File: config.mk
export PLATFORM = sky130hd
export DESIGN_NAME = bpd_front_flat
export DESIGN_NICKNAME = d
export VERILOG_FILES = /design/src/rtl/bpd_pkg.sv /design/src/rtl/bpd_if.sv /design/src/rtl/bpd_front.sv /design/src/flat_wrapper.sv
export SDC_FILE = /design/constraint.sdc
export NUM_CORES = 1
export LEC_CHECK = 0
export BUFFER_PORTS_ARGS = -buffer_cell sky130_fd_sc_hd__clkbuf_2
export CORE_UTILIZATION = 34
export DETAILED_ROUTE_END_ITERATION = 8
export SKIP_CTS_REPAIR_TIMING = 1
export SYNTH_ARGS = -nofsm -noshare
export SYNTH_HDL_FRONTEND = slang
export SYNTH_SLANG_ARGS = --single-unit
File: constraint.sdc
create_clock -name clock -period 3.02 [get_ports clock]
set_clock_uncertainty 0.05 [all_clocks]
set_input_delay 0.151 -clock clock [delete_from_list [all_inputs] [get_ports clock]]
set_output_delay 0.151 -clock clock [all_outputs]
set_load 0.02 [all_outputs]
File: src/rtl/bpd_pkg.sv
// Shared types and constants for the byte pair decoder.
// No dependencies; the top, the front end and the back end import this package.
package bpd_pkg;

   localparam int STACK_DEPTH = 4096;
   localparam int STK_AW = $clog2(STACK_DEPTH);
   localparam int SP_W = STK_AW + 1;
   localparam int PAIR_ENTRIES = 256;
   localparam int HEADER_BYTES = 12;
   localparam int FLAG_BYTE = 4;
   localparam int LITERAL_LIMIT = 127;

   localparam logic [1:0] ST_OK       = 2'd0;
   localparam logic [1:0] ST_BUSY     = 2'd1;
   localparam logic [1:0] ST_IDLE     = 2'd2;
   localparam logic [1:0] ST_OVERFLOW = 2'd3;

   typedef enum logic [2:0] {
      PH_HEADER,
      PH_COUNT,
      PH_PAIR,
      PH_LENGTH,
      PH_DATA
   } phase_type;

   typedef enum logic [1:0] {
      KIND_BYTE,
      KIND_RESTART,
      KIND_CONTINUE
   } kind_type;

   typedef struct packed {
      kind_type   kind;
      logic [7:0] data;
   } cmd_type;

endpackage

File: src/rtl/bpd_if.sv
// Handshake channels of the byte pair decoder: request and response.
// Depends on nothing.
interface bpd_req_if;
   logic       valid;
   logic       ready;
   logic       operation;
   logic [7:0] data_byte;
   logic       stream_start;
   modport source (output valid, operation, data_byte, stream_start, input ready);
   modport sink (input valid, operation, data_byte, stream_start, output ready);
endinterface


File: src/rtl/bpd_front.sv
// Front end: accepts request transfers, classifies them and queues them.
// Depends on bpd_pkg and bpd_req_if.
module bpd_front (
   input  logic            clock,
   input  logic            reset,
   bpd_req_if.sink         req_ch,
   output logic            cmd_valid,
   output bpd_pkg::cmd_type cmd,
   input  logic            cmd_ready
);
   import bpd_pkg::*;

   cmd_type    q_ff [2];
   logic       wr_ptr_ff;
   logic       rd_ptr_ff;
   logic [1:0] count_ff;
   logic       push;
   logic       pop;
   cmd_type    entry;

   always_comb begin
      if (req_ch.operation) begin
         entry.kind = KIND_CONTINUE;
      end else if (req_ch.stream_start) begin
         entry.kind = KIND_RESTART;
      end else begin
         entry.kind = KIND_BYTE;
      end
      entry.data = req_ch.data_byte;
   end

   assign req_ch.ready = (count_ff != 2'd2);
   assign push = req_ch.valid && req_ch.ready;
   assign cmd_valid = (count_ff != 2'd0);
   assign cmd = q_ff[rd_ptr_ff];
   assign pop = cmd_valid && cmd_ready;

   always_ff @(posedge clock) begin
      if (push) begin
         q_ff[wr_ptr_ff] <= entry;
      end
      if (reset) begin
         wr_ptr_ff <= 1'b0;
         rd_ptr_ff <= 1'b0;
         count_ff  <= 2'd0;
      end else begin
         if (push) wr_ptr_ff <= ~wr_ptr_ff;
         if (pop) rd_ptr_ff <= ~rd_ptr_ff;
         count_ff <= count_ff + {1'b0, push} - {1'b0, pop};
      end
   end

endmodule

File: src/flat_wrapper.sv
// flat-port wrapper written by rule: the top's interface ports become plain ports
module bpd_front_flat import bpd_pkg::*;
  (clock, reset, cmd_valid, cmd, cmd_ready, req_ch_valid, req_ch_operation, req_ch_data_byte, req_ch_stream_start, req_ch_ready);
  bpd_req_if req_ch_i ();
  input  logic clock;
  input  logic reset;
  output logic cmd_valid;
  output bpd_pkg::cmd_type cmd;
  input  logic cmd_ready;
  input wire logic [$bits(req_ch_i.valid)-1:0] req_ch_valid;
  input wire logic [$bits(req_ch_i.operation)-1:0] req_ch_operation;
  input wire logic [$bits(req_ch_i.data_byte)-1:0] req_ch_data_byte;
  input wire logic [$bits(req_ch_i.stream_start)-1:0] req_ch_stream_start;
  output wire logic [$bits(req_ch_i.ready)-1:0] req_ch_ready;
  assign req_ch_i.valid = req_ch_valid;
  assign req_ch_i.operation = req_ch_operation;
  assign req_ch_i.data_byte = req_ch_data_byte;
  assign req_ch_i.stream_start = req_ch_stream_start;
  assign req_ch_ready = req_ch_i.ready;
  bpd_front u_core (.clock(clock), .reset(reset), .req_ch(req_ch_i), .cmd_valid(cmd_valid), .cmd(cmd), .cmd_ready(cmd_ready));
endmodule
==> impl_metrics.json <==
{
  "status": "complete, no violations",
  "netlist_area_sq_um": 962,
  "insertion_delay_ns": 0.30,
  "syn_nets": 74,
  "antenna_left": 0,
  "clkTransAtPathRegs_ns": 0.12,
  "die_w_microns": 55.2,
  "syn_inst": 58,
  "vias_per_cell": 4.46,
  "grt_usage": 0.112,
  "area_growth_syn_to_layout_pct": 28.5,
  "drtPass1Iterations": 2,
  "htreeDepth": 1,
  "antenna_found_initial": 0,
  "wl_per_cell_microns": 11.9,
  "die_h_microns": 55.2,
  "arrival_ns": 1.70,
  "clock-sinks": 25,
  "slew_violations": 0,
  "die_area_sq_um": 3050,
  "cts_tree": "done",
  "place_area_sq_um": 1120,
  "yosysSeqAreaShare": 0.728,
  "cts_root_buf": "clkbuf_4",
  "rsz0062_at_grt": "no",
  "grt-ovfl-total": 0,
  "routed_wl_microns": 1490,
  "period_minus_slack_ns": 1.80,
  "critPathLaunchType": "flop",
  "drc": 0,
  "tns_ns": 0,
  "finalSetupViolations": 0,
  "critPathKind": "reg -> reg",
  "worstPathRequired_ns": 2.91,
  "port_buffers": 25,
  "crit_path_end_kind": "flop",
  "powerDensity_nw_per_um2": 762,
  "seqPwrFrac": 0.510,
  "max_freq_ghz": 0.554,
  "ys_warn_count": 0,
  "timing.final.crit_share": 0.597,
  "cts_buffers": 3,
  "p_sw_frac": 0.319,
  "routabilityCongestion": 0.582,
  "final_area_sq_um": 1240,
  "critical_path.max_fanout": 10,
  "power.internal_w": 0.000641,
  "start_util": 0.375,
  "postLayoutCoreUtil": 0.481,
  "grt_max_degree": 14,
  "num_vias": 558,
  "power.total_w": 0.000942,
  "grt_pass1_vias": 537,
  "max_cap_viol_count": 0,
  "fin_nets": 112,
  "core_area_sq_um": 2570,
  "tightest_slew_ns": 0.850,
  "clock_path_buffers": 2,
  "switching_power_w": 0.000301,
  "dp_hpwl_microns": 1070,
  "antennaDiodeCount": 0,
  "reg2reg_setup_slack_ns": 1.22,
  "min_path_type": "in -> reg",
  "clkPwrFrac": 0.148,
  "drt-initial-drc-count": 4,
  "postSynthAreaPerCell_sq_um": 16.6,
  "p_leak_nw": 0.495,
  "grt_pass1_wl_microns": 2220,
  "p_comb_frac": 0.341,
  "maxSlewHeadroom": 0.432,
  "drive_gt1_frac": 0.421,
  "row_count": 18,
  "io_pins": 26,
  "hold_viol": 0,
  "ir_worst_vdd_mv": 0.342,
  "ys_ff_latch": 25,
  "netlist-cell-type-count": 17
}
[placed cells by master (no fill, tap or decap)]
cell and n:
dfxtp_1 5, ha_1 2, nor2b_1 3, xor2_1 1, nand3_1 1, nor2_1 4, edfxtp_1 20, and2_4 1
clkbuf_1 1, o21a_1 1, and3_1 1, dlygate4sd3_1 9, or2_2 1, inv_1 2, mux2_2 10, clkbuf_4 3
o21ai_1 1, xnor2_1 2, clkbuf_2 25, nand2b_1 2
[stage by stage]
step / instances / setup WS, ns / hold WS (ns)
floorplan: 58 / 1.28 / 0.173
global placement: 112 / 1.29 / 0.297
detailed placement: 112 / 1.18 / 0.303
CTS: 116 / 1.16 / -0.0241
global route: 125 / 1.07 / 0.0258
finish: 125 / 1.22 / 0.0287
[layout make-up]
type                    count  area [sq um]
flip-flops and latches     25           701
multi-input cells          30           249
repair buffers             34           215
fillers                   249          1330
inverters                   2          7.51
clock buffers               4          26.3
well taps                  30          37.5
[metal layers]
layer / global-route usage / up-vias / share of wire
met5: 0 / - / 0
met4: 0.0625 / 0 / 0.0094
met3: 0.0301 / 2 / 0.044
met2: 0.203 / 16 / 0.49
met1: 0.114 / 257 / 0.46
li1: - / 283 / -
[power groups by stage]
stage | Sequential [W] | Combinational [W] | Clock (W)
final | 0.000481 | 0.000321 | 0.000140
after global routing | 0.000490 | 0.000360 | 0.000160
after CTS | 0.000483 | 0.000320 | 0.000148
after detailed placement | 0.000490 | 0.000318 | 0
after global placement | 0.000488 | 0.000311 | 0
after floorplan | 0.000465 | 0.000246 | 0
[cell usage after synthesis, drive strengths merged]
cell	instances	area share
and3	1	0.0065
xor2	1	0.0091
xnor2	2	0.018
or2	1	0.0065
inv	2	0.0078
and2	1	0.0091
o21a	1	0.0078
o21ai	1	0.0052
mux2	10	0.12
ha	2	0.026
nand2b	2	0.013
edfxtp	20	0.62
nand3	1	0.0052
buf	1	0.0052
nor2	4	0.016
dfxtp	5	0.10
nor2b	3	0.020
[final timing paths]
| kind | start | end | depth (start not counted) |
|---|---|---|---|
| hold reg to reg | u_core.wr_ptr_ff | u_core.wr_ptr_ff | 2 |
| hold / removal | reset | u_core.rd_ptr_ff | 2 |
| setup reg to reg | u_core.count_ff[0] | u_core.q_ff[0][4] | 3 |
| setup / recovery | u_core.count_ff[0] | u_core.q_ff[0][4] | 3 |
[cells by family after synthesis]
logic type,synth area share
xor+xnor,0.0273
fa+ha+maj,0.0260
mux,0.117
flops,0.728
compound gates,0.0130
simple gates,0.0754
buf+inv,0.0130
[state kept, by name, summed over array words and instances (netlist names), named ones only]
register / cells
u_core.rd_ptr_ff: 1
u_core.q_ff: 20
u_core.wr_ptr_ff: 1
u_core.count_ff: 2
[worst max-delay path: stages, from the launching register on]
cell and delay [ns]:
dfxtp_1 0.37, nand2b_1 0.18, and2_4 0.17, nor2b_1 0.68
Power figures use the tool's default switching activity.
